**src/sv/binary_opening_3x3_packed_macros.svh**
```systemverilog
// Assertion macros shared by the binary opening block.
// Depends on nothing; included by files that carry concurrent assertions.
`ifndef BINARY_OPENING_3X3_PACKED_MACROS_SVH
`define BINARY_OPENING_3X3_PACKED_MACROS_SVH

// Flag a condition that must never be seen outside reset.
`define BOP3_ASSERT_NEVER(label, clk, rst, expr, msg) \
   label: assert property (@(posedge clk) disable iff (rst) !(expr)) else $error(msg);

// Flag a consequence that must hold in the same cycle as its cause.
`define BOP3_ASSERT_IMPLY(label, clk, rst, ante, cons, msg) \
   label: assert property (@(posedge clk) disable iff (rst) (ante) |-> (cons)) else $error(msg);

`endif

```
**src/sv/bop3_pkg.sv**
```systemverilog
// Shared types, constants and word-level morphology functions for the
// binary opening block. Depends on nothing.
`timescale 1ns / 1ps

package bop3_pkg;

   localparam int WORD_BITS           = 64;
   localparam int MAX_WIDTH_WORDS_DEF = 32;
   localparam int MAX_ROWS_DEF        = 4096;
   localparam int MAX_RESULTS         = 3;
   localparam int OQ_DEPTH            = 4;
   localparam int OQ_AW               = 2;
   localparam int CSR_AW              = 4;

   typedef logic [WORD_BITS-1:0] word_type;
   typedef logic [3:0][WORD_BITS-1:0] hist_type;
   typedef logic [4:0][WORD_BITS-1:0] col_type;
   typedef logic [4:0][4:0][WORD_BITS-1:0] win_type;

   typedef enum logic [1:0] {
      REG_WIDTH  = 2'd0,
      REG_HEIGHT = 2'd1,
      REG_BORDER = 2'd2
   } csr_index_type;

   typedef struct packed {
      word_type opened;
      logic     last_of_frame;
   } rsp_item_type;

   typedef struct packed {
      rsp_item_type [MAX_RESULTS-1:0] items;
      logic [1:0]                     count;
   } res_set_type;

   // Position flags of an item, worked out when it is accepted.
   typedef struct packed {
      logic       first_col;
      logic       last_col;
      logic       c_ge1;
      logic       c_ge2;
      logic       rc_ok;
      logic       last_row;
      logic [3:0] pre_top;
   } s1_ctrl_type;

   function automatic word_type nb_left(word_type cur, word_type prev);
      return {prev[0], cur[WORD_BITS-1:1]};
   endfunction

   function automatic word_type nb_right(word_type cur, word_type next);
      return {cur[WORD_BITS-2:0], next[WORD_BITS-1]};
   endfunction

   function automatic win_type shift_win(win_type w, col_type c);
      win_type r;
      for (int rr = 0; rr < 5; rr++) begin
         for (int cc = 0; cc < 4; cc++) begin
            r[rr][cc] = w[rr][cc+1];
         end
         r[rr][4] = c[rr];
      end
      return r;
   endfunction

   // Erode the 3x3 block of centers, then dilate around the middle word.
   function automatic word_type opening_of(win_type w);
      word_type ero [3][3];
      word_type acc;
      word_type m;
      word_type res;
      res = '0;
      for (int a = 0; a < 3; a++) begin
         for (int b = 0; b < 3; b++) begin
            acc = '1;
            for (int d = 0; d < 3; d++) begin
               m = w[a+d][b+1];
               acc &= nb_left(m, w[a+d][b]) & m & nb_right(m, w[a+d][b+2]);
            end
            ero[a][b] = acc;
         end
      end
      for (int a = 0; a < 3; a++) begin
         res |= nb_left(ero[a][1], ero[a][0]) | ero[a][1] | nb_right(ero[a][1], ero[a][2]);
      end
      return res;
   endfunction

endpackage

```
**src/sv/bop3_window.sv**
```systemverilog
// 5x5-word window registers and the fused erode/dilate logic producing
// up to three result items per input item. Depends on bop3_pkg.
`timescale 1ns / 1ps

module bop3_window import bop3_pkg::*; (
   input  logic        clock,
   input  logic        fire,
   input  s1_ctrl_type ctrl,
   input  hist_type    hist,
   input  word_type    cur,
   input  word_type    border,
   output res_set_type res
);

   win_type      win_ff;
   win_type      win_in;
   win_type      base;
   win_type      w2;
   win_type      w3;
   col_type      new_col;
   col_type      border_col;
   rsp_item_type r0;
   rsp_item_type r1;
   rsp_item_type r2;
   logic         v0;
   logic         v1;
   logic         v2;

   always_comb begin
      for (int r = 0; r < 5; r++) begin
         border_col[r] = border;
         for (int c = 0; c < 5; c++) begin
            base[r][c] = ctrl.first_col ? border : win_ff[r][c];
         end
      end
      for (int d = 0; d < 4; d++) begin
         new_col[d] = hist[d];
      end
      new_col[4] = cur;

      // Shift in the new column, then two border columns at the row end.
      win_in = shift_win(base, new_col);
      w2     = shift_win(win_in, border_col);
      w3     = shift_win(w2, border_col);

      r0.opened        = opening_of(win_in);
      r0.last_of_frame = 1'b0;
      r1.opened        = opening_of(w2);
      r1.last_of_frame = 1'b0;
      r2.opened        = opening_of(w3);
      r2.last_of_frame = ctrl.last_row;

      v0 = ctrl.rc_ok && ctrl.c_ge2;
      v1 = ctrl.rc_ok && ctrl.last_col && ctrl.c_ge1;
      v2 = ctrl.rc_ok && ctrl.last_col;

      // Pack the valid results to the front, in column order.
      res.items = {r2, r2, r2};
      res.count = 2'd0;
      if (v0) begin
         res.items[0] = r0;
         res.items[1] = r1;
         res.items[2] = r2;
         res.count    = ctrl.last_col ? 2'd3 : 2'd1;
      end else if (v1) begin
         res.items[0] = r1;
         res.items[1] = r2;
         res.count    = 2'd2;
      end else if (v2) begin
         res.items[0] = r2;
         res.count    = 2'd1;
      end
   end

   always_ff @(posedge clock) begin
      if (fire) begin
         win_ff <= win_in;
      end
   end

endmodule

```
**config.mk**
```make
export PLATFORM = sky130hd
export DESIGN_NAME = bop3_window
export DESIGN_NICKNAME = d
export VERILOG_FILES = /design/src/sv/binary_opening_3x3_packed_macros.svh /design/src/sv/bop3_pkg.sv /design/src/sv/bop3_window.sv
export SDC_FILE = /design/constraint.sdc
export NUM_CORES = 2
export LEC_CHECK = 0
export BUFFER_PORTS_ARGS = -buffer_cell sky130_fd_sc_hd__buf_2
export CAP_MARGIN = 20
export CORE_MARGIN = 2
export CORE_UTILIZATION = 40
export CTS_CLUSTER_DIAMETER = 200
export DETAILED_ROUTE_END_ITERATION = 10
export GPL_ROUTABILITY_DRIVEN = 0
export HOLD_SLACK_MARGIN = 0.03
export PLACE_DENSITY = 0.69
export SLEW_MARGIN = 40
export SYNTH_ARGS = -nofsm -noshare
export SYNTH_HDL_FRONTEND = slang
export SYNTH_SLANG_ARGS = --single-unit
```
**constraint.sdc**
```tcl
create_clock -name clock -period 4 [get_ports clock]
set_clock_uncertainty 0.15 [all_clocks]
set_input_delay 0.8 -clock clock [delete_from_list [all_inputs] [get_ports clock]]
set_output_delay 0.8 -clock clock [all_outputs]
set_load 0.01 [all_outputs]
```
Word-level counts from Yosys, hierarchy flattened
Cells that the tools add are included.
- output and inout bits: 197
- bits of input ports: 396
- register bits after elaboration: 650
- logic and storage cells: 141
- reductions and logical operators: 3
- bitwise gates (word level): 104
- mux-type cells: 19
- operator list (kind ; count):
    bitwise AND 64 bit ; 64
    OR 64 bit ; 24
    two-way mux 64 bit ; 10
    two-way mux 132 bit ; 1
    two-way mux 67 bit ; 1
    bitwise AND 1 bit ; 16
    two-way mux 2 bit ; 6
    logical AND 1 bit ; 3
    two-way mux 1 bit ; 1

Longest topological paths before layout
- word-level depth: 11
- depth in mapped cells: 13

Worst setup path before layout
Ideal clock, no wire load.
- path kind: input port to output port
- start: input ctrl[9] (netlist name)
- end: output res[44] (netlist name)
- required time: 3050 ps
- slack: 385 ps
- data arrival time: 2665 ps
- cell stages on the path: 11
- path buffers: 5
- path through: buf_6 buf_6 buf_6 buf_6 buf_6 nand3b_4 a22oi_2 a21oi_2 o41ai_4 nor3_1 a311oi_1
- RTL lines (item ; line ; source):
    from (decl) ; bop3_window.sv:8 ; input s1_ctrl_type ctrl,
    to (decl) ; bop3_window.sv:12 ; output res_set_type res

==> flow_summary.json <==
{
  "rrSetupSlack_ps": 2600,
  "worst_pin_slew_ps": 844,
  "synth-edff-count": 650,
  "cts.sinks": 650,
  "status": "complete, no violations",
  "finalPower_mw": 18.6,
  "antenna_found_initial": 11,
  "clockBufferDepth": 3,
  "cts_inserted_buffers": 75,
  "largest_reg_flops": 650,
  "start_kind": "primary input",
  "min_to": "win_ff[1575]",
  "async_reset_ff_frac": 0,
  "min_period_ps": 3990,
  "syn_area_per_cell_um2": 9.78,
  "setup_violations": 0,
  "htreeDepth": 3,
  "wl_per_cell_um": 22.7,
  "synth_ff_type": "edfxtp_1",
  "start_util": 0.402,
  "setup_slack_ps": 7.18,
  "r2r-start": "win_ff[947]",
  "critPathRequiredTime_ps": 3050,
  "hold_path_depth": 1,
  "clk_pin_slew_ps": 60,
  "io-pin-count": 593,
  "slew_violations": 0,
  "grt_pass1_vias": 37400,
  "p_leak_nw": 21.2,
  "synth_nets": 4506,
  "end_kind": "output port",
  "synth_cell_types": 101,
  "grt_overflow_total": 0,
  "syn_area_mm2": 0.0402,
  "ant_nets": 0,
  "dieArea_mm2": 0.103,
  "layout_commonest_cell": "edfxtp_1",
  "hold_slack_ps": 207,
  "areaGrowthSynthToFinish_pct": 26.4,
  "maxCapViolations": 0,
  "vdd_drop_max_mv": 0.263,
  "drive_gt1_frac": 0.278,
  "fin_nets": 5435,
  "path_class": "primary input to output port",
  "io_buffers": 588,
  "hp-start": "cur[39]",
  "worstRegToRegCells": 3,
  "hold_viol": 0,
  "rsz0062_at_grt": "yes",
  "dpl_worst_slack_ps": -245,
  "critical_path.startpoint": "ctrl[9]",
  "rows": 116,
  "dp_hpwl_um": 109000,
  "fin_crit_sh": 0.998,
  "coreArea_mm2": 0.0999,
  "yosysSeqAreaShare": 0.486,
  "postCtsHoldBufs": 0,
  "drtIter0Drc": 4738,
  "max_flop_register": "win_ff",
  "fin_util": 0.509,
  "drc": 0,
  "first_pass_iters": 7,
  "relSlewSlack": 0.438,
  "track_usage": 0.263,
  "max_freq_mhz": 250,
  "root_buffer": "clkbuf_16",
  "synth_warnings": 0,
  "die_width_um": 321,
  "wirelength_um": 145000,
  "syn-instance-count": 4110,
  "vias": 39300,
  "arrival_ps": 3040,
  "min_path_type": "primary input to flip-flop",
  "critPathMaxFanout": 35,
  "mostFrequentLayoutCells": "650 x edfxtp_1, 586 x buf_2, 456 x nand2_1",
  "grt_first_pass_wirelength_um": 214000,
  "r2r_end": "win_ff[883]",
  "grt_max_degree": 135,
  "viasPerCell": 6.14,
  "power_density_mw_per_mm2": 365,
  "cts_tree": "done",
  "reg_top3": "win_ff (650)",
  "synth_seq_cells": 650,
  "die_h_um": 321,
  "insertion_delay_ps": 660
}
[worst max-delay path by stage]
stage,end
2_1_floorplan,res[44]
3_3_place_gp,res[29]
3_5_place_dp,res[29]
4_1_cts,res[29]
5_1_grt,res[28]
6_report,res[18]
[synthesized netlist by cell type, drive strengths merged (7+ instances only)]
cell,count,area [um2]
nand4,119,751
o21ai,380,1900
mux2i,15,154
nand2,485,1860
a21o,40,300
o41ai,12,184
nand3b,194,1510
o211ai,36,290
clkbuf,82,309
o22ai,23,150
o221ai,10,93.8
nand4b,11,96.3
o32ai,21,221
a2111oi,34,561
buf,109,868
and2,48,300
a222oi,7,70.1
o22a,13,114
a32oi,52,455
nor3,47,235
a22oi,188,1470
inv,315,1180
a31oi,61,382
or2,13,81.3
nor2,119,447
o221a,10,113
nor2b,36,225
a211oi,14,115
a221oi,14,191
o31ai,53,437
a32o,13,130
a21oi,139,699
mux2,20,225
a311oi,9,91.3
or4,8,60.1
a31o,16,140
and3,39,245
edfxtp,650,19500
a22o,12,105
a21boi,44,330
nand3,340,1780
nor4,33,225
nand2b,167,1040
[report_power, final]
part | switching, mW | total (mW) | internal [mW]
registers | 0.338 | 8.47 | 8.14
clock network | 2.93 | 6.96 | 4.02
logic | 1.94 | 3.13 | 1.19
[per-stage QoR]
stage                     area [um2]  setup TNS (ps)  std cells
after floorplan                40200               0       4110
after global placement         47200           -3590       6236
after detailed placement       47200           -5070       6236
after CTS                      49900           -29.3       6373
after global routing           50800            -209       6400
final                          50800               0       6402
[per-layer routing]
layer	global-route usage	vias up	share of wire
met5	0	-	0.000090
li1	-	17700	-
met1	0.337	19000	0.39
met3	0.0444	365	0.084
met2	0.442	2254	0.48
met4	0.104	2	0.038
[cell type report]
class,count,area [um2]
Inverter,315,1190
Fill cell,9178,49100
Antenna cell,10,25.0
Clock buffer,88,1990
Timing Repair Buffer,1043,7080
Tap cell,1298,1620
Sequential cell,650,19500
Multi-Input combinational cell,2954,18900
Clock inverter,44,458
[worst max-delay path: stages]
cell and delay (ps):
buf_16 160, buf_16 170, buf_16 150, buf_16 160, nand3b_1 210, a22oi_2 220, o21ba_2 180, o41a_1 510
and3_1 200, nor2_2 110, buf_2 140
[what timing repair did]
action | 4_1_cts | 5_1_grt
gates cloned | 0 | 10
setup endpoints to repair | 72 | 109
resized for setup | 31 | 112
buffers inserted | 5 | 9
pin swaps | 8 | 34
[cells by family after synthesis]
group	share of synthesized area
flip-flops	0.486
AND/OR/NAND/NOR	0.223
AO/OA/AOI/OAI	0.223
multiplexers	0.00943
buffers and inverters	0.0587
(Power assumes the default switching activity.)
