**config.mk**
```make
export PLATFORM = sky130hd
export DESIGN_NAME = bop3_out_fifo
export DESIGN_NICKNAME = d
export VERILOG_FILES = /design/src/sv/binary_opening_3x3_packed_macros.svh /design/src/sv/bop3_pkg.sv /design/src/sv/bop3_out_fifo.sv
export SDC_FILE = /design/constraint.sdc
export NUM_CORES = 1
export LEC_CHECK = 0
export BUFFER_PORTS_ARGS = -buffer_cell sky130_fd_sc_hd__buf_2
export CORE_AREA = 2 2 183 185
export CTS_BUF_LIST = sky130_fd_sc_hd__clkbuf_4 sky130_fd_sc_hd__clkbuf_8
export DETAILED_ROUTE_END_ITERATION = 6
export DIE_AREA = 0 0 185 187
export PLACE_DENSITY = 0.74
export SKIP_LAST_GASP = 1
export SYNTH_ARGS = -nofsm -noshare
export SYNTH_HDL_FRONTEND = slang
export SYNTH_SLANG_ARGS = --single-unit
```
**constraint.sdc**
```tcl
create_clock -name clock -period 6.2 [get_ports clock]
set_clock_uncertainty 0.2 [all_clocks]
set_input_delay 0.62 -clock clock [delete_from_list [all_inputs] [get_ports clock]]
set_output_delay 0.62 -clock clock [all_outputs]
set_load 0.02 [all_outputs]
```
**src/sv/binary_opening_3x3_packed_macros.svh**
```systemverilog
// Assertion macros shared by the binary opening block.
// Depends on nothing; included by files that carry concurrent assertions.
`ifndef BINARY_OPENING_3X3_PACKED_MACROS_SVH
`define BINARY_OPENING_3X3_PACKED_MACROS_SVH

// Flag a condition that must never be seen outside reset.
`define BOP3_ASSERT_NEVER(label, clk, rst, expr, msg) \
   label: assert property (@(posedge clk) disable iff (rst) !(expr)) else $error(msg);

// Flag a consequence that must hold in the same cycle as its cause.
`define BOP3_ASSERT_IMPLY(label, clk, rst, ante, cons, msg) \
   label: assert property (@(posedge clk) disable iff (rst) (ante) |-> (cons)) else $error(msg);

`endif

```
**src/sv/bop3_pkg.sv**
```systemverilog
// Shared types, constants and word-level morphology functions for the
// binary opening block. Depends on nothing.
`timescale 1ns / 1ps

package bop3_pkg;

   localparam int WORD_BITS           = 64;
   localparam int MAX_WIDTH_WORDS_DEF = 32;
   localparam int MAX_ROWS_DEF        = 4096;
   localparam int MAX_RESULTS         = 3;
   localparam int OQ_DEPTH            = 4;
   localparam int OQ_AW               = 2;
   localparam int CSR_AW              = 4;

   typedef logic [WORD_BITS-1:0] word_type;
   typedef logic [3:0][WORD_BITS-1:0] hist_type;
   typedef logic [4:0][WORD_BITS-1:0] col_type;
   typedef logic [4:0][4:0][WORD_BITS-1:0] win_type;

   typedef enum logic [1:0] {
      REG_WIDTH  = 2'd0,
      REG_HEIGHT = 2'd1,
      REG_BORDER = 2'd2
   } csr_index_type;

   typedef struct packed {
      word_type opened;
      logic     last_of_frame;
   } rsp_item_type;

   typedef struct packed {
      rsp_item_type [MAX_RESULTS-1:0] items;
      logic [1:0]                     count;
   } res_set_type;

   // Position flags of an item, worked out when it is accepted.
   typedef struct packed {
      logic       first_col;
      logic       last_col;
      logic       c_ge1;
      logic       c_ge2;
      logic       rc_ok;
      logic       last_row;
      logic [3:0] pre_top;
   } s1_ctrl_type;

   function automatic word_type nb_left(word_type cur, word_type prev);
      return {prev[0], cur[WORD_BITS-1:1]};
   endfunction

   function automatic word_type nb_right(word_type cur, word_type next);
      return {cur[WORD_BITS-2:0], next[WORD_BITS-1]};
   endfunction

   function automatic win_type shift_win(win_type w, col_type c);
      win_type r;
      for (int rr = 0; rr < 5; rr++) begin
         for (int cc = 0; cc < 4; cc++) begin
            r[rr][cc] = w[rr][cc+1];
         end
         r[rr][4] = c[rr];
      end
      return r;
   endfunction

   // Erode the 3x3 block of centers, then dilate around the middle word.
   function automatic word_type opening_of(win_type w);
      word_type ero [3][3];
      word_type acc;
      word_type m;
      word_type res;
      res = '0;
      for (int a = 0; a < 3; a++) begin
         for (int b = 0; b < 3; b++) begin
            acc = '1;
            for (int d = 0; d < 3; d++) begin
               m = w[a+d][b+1];
               acc &= nb_left(m, w[a+d][b]) & m & nb_right(m, w[a+d][b+2]);
            end
            ero[a][b] = acc;
         end
      end
      for (int a = 0; a < 3; a++) begin
         res |= nb_left(ero[a][1], ero[a][0]) | ero[a][1] | nb_right(ero[a][1], ero[a][2]);
      end
      return res;
   endfunction

endpackage

```
**src/sv/bop3_out_fifo.sv**
```systemverilog
// Small result queue: takes up to three items at once, hands out one per
// cycle while pop is high. Depends on bop3_pkg.
`timescale 1ns / 1ps

module bop3_out_fifo import bop3_pkg::*; (
   input  logic             clock,
   input  logic             reset,
   input  logic             push,
   input  res_set_type      push_set,
   input  logic             pop,
   output rsp_item_type     head,
   output logic [OQ_AW:0]   count
);

   rsp_item_type     q_ff [OQ_DEPTH];
   logic [OQ_AW-1:0] wp_ff;
   logic [OQ_AW-1:0] rp_ff;
   logic [OQ_AW:0]   count_ff;
   logic [OQ_AW:0]   count_in;
   logic [OQ_AW:0]   n_push;

   assign n_push   = push ? (OQ_AW+1)'(push_set.count) : '0;
   assign count_in = count_ff + n_push - (OQ_AW+1)'(pop);

   always_ff @(posedge clock) begin
      if (push) begin
         for (int j = 0; j < MAX_RESULTS; j++) begin
            if (2'(j) < push_set.count) begin
               q_ff[wp_ff + OQ_AW'(j)] <= push_set.items[j];
            end
         end
      end
   end

   always_ff @(posedge clock) begin
      if (reset) begin
         wp_ff    <= '0;
         rp_ff    <= '0;
         count_ff <= '0;
      end else begin
         if (push) begin
            wp_ff <= wp_ff + OQ_AW'(push_set.count);
         end
         if (pop) begin
            rp_ff <= rp_ff + OQ_AW'(1);
         end
         count_ff <= count_in;
      end
   end

   assign head  = q_ff[rp_ff];
   assign count = count_ff;

endmodule

```
== Word level (Yosys, flattened, before mapping) ==
Memory sizes are Yosys's and may differ from the RTL's. A register that Yosys moved wholly into a read port is not among the register bits.
Index checks and enable logic that the tools add are counted.

* Register bits after elaboration: 7
* Memories kept: 1
* Word-level logic and storage cells: 25
* Bits in writable memories: 260

* Magnitude comparators: 3
* Add/subtract/negate cells: 6
* Muxes and demuxes: 12

{| class="wikitable"
|+ Memory list
! name !! words !! width !! rd ports !! clocked after Yosys merged registers in !! wr ports !! RTL line !! RTL
|-
| q_ff || 4 || 65 || 1 || 1 || 3 || bop3_out_fifo.sv:15 || <nowiki>rsp_item_type q_ff [OQ_DEPTH];</nowiki>
|}

{| class="wikitable"
|+ Operator list
! cell !! count
|-
| 1-bit two-way mux || 9
|-
| 2-bit two-way mux || 3
|-
| 2-bit by 1-bit adder with 2-bit output (second input constant) || 2
|-
| 1-bit by 2-bit less-than comparator with 1-bit output (first input constant) || 2
|-
| 3-bit by 2-bit adder with 3-bit output || 1
|-
| 3-bit by 1-bit subtractor with 3-bit output || 1
|-
| 2-bit adder || 1
|-
| 2-bit adder (second input constant) || 1
|-
| 2-bit less-than comparator (first input constant) || 1
|}

== Depth between registers and ports, before layout ==
* Depth in word-level cells: 4
* Gate-level depth with buffers: 8
* Gate-level depth less buffers: 7

== Least setup slack after synthesis ==
No wires, ideal clock.

* Kind: in2reg
* Start point: input port push_set[1] (netlist bit)
* End point: memory q_ff[2][0] (netlist bit) (enable)
* Setup slack: -0.306 ns
* Stages on the path: 4
* Setup time: 0.585 ns
* Data arrival time: 5.720 ns
* Buffers on the path: 1
* Path through: buf_4 -> o21a_1 -> nor2_1 -> a211oi_1

{| class="wikitable"
|+ RTL lines
! element !! RTL line !! RTL
|-
| from (decl) || bop3_out_fifo.sv:9 || <nowiki>input res_set_type push_set,</nowiki>
|-
| to (decl) || bop3_out_fifo.sv:15 ||
|}

==> results.py <==
metrics = {
    "sta": {
        "slew_headroom_pct": 25.6,
        "tns_ns": 0,
        "period_minus_slack_ns": 3.78,
        "hold_viol": 0,
        "worst_slew_pin_slew_ns": 1.12,
        "rsz0062_at_grt": "no",
        "fmax_mhz": 264,
        "final.period_utilization_pct": 61.0,
        "slew_viol_final": 0,
        "setup_viol": 0,
    },
    "yosys": {
        "synth.avg_cell_area_sq_um": 16.4,
        "yosys_most_used_dff": "edfxtp_1",
        "synth.top_cell.area_share_pct": 48.6,
        "yosys-top-cells-count": "mux2_2, edfxtp_1, mux4_2",
        "synth_top_area_cell": "edfxtp_1",
        "syn_nets": 1187,
        "synth_cell_types": 31,
        "yosysMostFrequentCell": "mux2_2",
        "ys_warn_count": 0,
        "ys_top_cells_by_area": "edfxtp_1, mux2_2, mux4_2",
        "synthCells": 981,
        "synth-edff-count": 260,
        "syn_area_sq_um": 16100,
        "ys_seq_area_share_pct": 49.7,
        "ys_async_sr_fraction_pct": 0,
        "synth_seq_cells": 269,
    },
    "layout": {
        "utilization_pct": 57.0,
        "area_growth_pct": 16.5,
        "fin_nets": 1452,
        "layout-drive-gt1-share_pct": 70.8,
        "fill_cells": 2720,
    },
    "clock_network": {
        "clk_latency_ns": 0.55,
        "post_cts_resized": 0,
        "cts.sinks": 269,
        "h-tree-depth": 2,
        "clockBufferDepth": 3,
        "root_buffer": "clkbuf_8",
        "post_cts_buffers": 0,
        "cts_hold_buf": 0,
        "numCtsBuffers": 48,
        "clk_pin_slew_ns": 0.06,
        "tritoncts": "done",
    },
    "critical_path": {
        "cp-start-kind": "flip-flop",
        "path_cells": "buf_4 > mux4_2 > buf_2",
        "worstSetupPathType": "reg -> out",
        "cpPeakStageDelay_ns": 0.93,
        "crit_required_ns": 5.38,
        "crit_arrival_ns": 2.96,
        "cpMaxStageDelayCell": "dfxtp_4",
        "rrSetupSlack_ns": 3.05,
        "crit_fanout": 38,
        "worstPathBufferInverterCount": 2,
        "cp-end-kind": "primary output",
        "critical_path.top_delay_family": "flip-flops",
    },
    "die": {
        "io_pins": 269,
        "start_util_pct": 48.9,
        "fp.dieW_um": 185,
        "placeableCoreArea_sq_um": 32900,
        "design.die.area_sq_um": 34600,
        "die_height_um": 187,
        "core.rowCount": 67,
    },
    "grt": {
        "grt.total_usage_pct": 24.4,
        "antenna_found_initial": 16,
        "grt_max_degree": 66,
        "first_global_vias": 10732,
        "grt_pass1_wl_um": 63400,
        "grt-ovfl-total": 0,
    },
    "min_path": {
        "worstHoldPathType": "in -> reg",
    },
    "place": {
        "io_buffers": 268,
        "hpwlAfterDp_um": 25500,
        "gp_congestion": 0.803,
    },
    "routing": {
        "drtPass1Iterations": 4,
        "drc_errors": 0,
        "vias": 10016,
        "dr.first_iter.drc_count": 588,
        "drt_wl_total_um": 42400,
        "wl_per_cell_um": 24.4,
        "drtAntennaViolNets": 0,
        "routed_via_density": 5.76,
    },
    "run_status": {
        "status": "finished clean",
    },
    "pwr": {
        "p_per_area_nw_per_um2": 248,
        "p_leak_nw": 6.81,
        "ir_drop_v": 0.000162,
    },
    "run": {
        "cap_violations": 0,
    },
}
==> sequential cells by signal, indices dropped and copies added (netlist names), named ones only <==
| name | count |
|---|---|
| wp_ff | 2 |
| count | 3 |
| rp_ff | 2 |
| q_ff | 260 |
==> metrics by stage <==
step / hold WS [ns] / setup slack (ns) / total power [mW] / std cells / area, sq um
after global routing: 0.149 / 2.17 / 4.82 / 1740 / 18700
after floorplan: 0.285 / 1.40 / 2.78 / 981 / 16100
after CTS: 0.132 / 2.28 / 4.68 / 1727 / 18700
after detailed placement: 0.308 / 2.82 / 3.09 / 1644 / 17800
after global placement: 0.305 / 2.87 / 3.07 / 1644 / 17800
final: 0.157 / 2.42 / 4.64 / 1740 / 18700
==> worst paths after layout <==
check / start / endpoint / depth (start not counted)
max: flip-flop / head[48] / 3
min: reset / flip-flop / 2
max reg2reg: wp_ff[0]$_SDFFE_PP0P_ / q_ff[1][29]$_DFFE_PP_ / 4
min reg2reg: rp_ff[1]$_SDFFE_PP0P_ / rp_ff[1]$_SDFFE_PP0P_ / 2
==> kinds of logic after synthesis <==
logic type | synth area share (%)
AO/OA/AOI/OAI | 0.327
XOR/XNOR | 0.272
adder cells (fa/ha/maj) | 0.436
buffers and inverters | 2.78
flip-flops | 49.7
multiplexers | 45.6
AND/OR/NAND/NOR | 0.934
==> worst register-to-register path: stages (launching register included) <==
cell	delay (ns)
dfxtp_1	0.49
and4bb_4	0.88
buf_4	0.65
mux2_2	0.42
mux2_2	0.26
==> cell usage in the layout, fill, tap and decap left out, types with 4 or more instances in the layout <==
master,synthesis,layout
buf_2,48,268
buf_4,10,21
clkbuf_4,0,13
clkbuf_8,0,49
clkinv_1,0,12
clkinv_2,0,4
dfxtp_1,9,7
diode_2,0,13
edfxtp_1,260,260
ha_1,4,4
inv_1,5,5
mux2_1,50,50
mux2_2,470,470
mux4_2,65,65
nand2_1,5,4
nor2_1,8,7
nor2b_1,4,4
==> layout make-up <==
class                           instances  area [sq um]  area share (%)
Inverter                                5          18.8           0.100
Multi-Input combinational cell        633          7720            41.2
Sequential cell                       269          8000            42.7
Clock inverter                         21           126           0.675
Antenna cell                           13          32.5           0.174
Clock buffer                           62           772            4.12
Tap cell                              448           561            2.99
Timing Repair Buffer                  289          1500            8.00
==> where the power goes <==
group | internal, mW | switching (mW)
logic | 0.417 | 0.425
registers | 2.14 | 0.0667
clock network | 0.851 | 0.740
==> routing by layer <==
| metal | part of all wire (%) | global-route usage, % |
|---|---|---|
| met1 | 41 | 30.2 |
| met2 | 51 | 43.2 |
| met3 | 5.5 | 4.63 |
| met4 | 2.2 | 7.42 |
| met5 | 0.054 | 0 |
No activity file was read; power rests on OpenSTA's default activity.
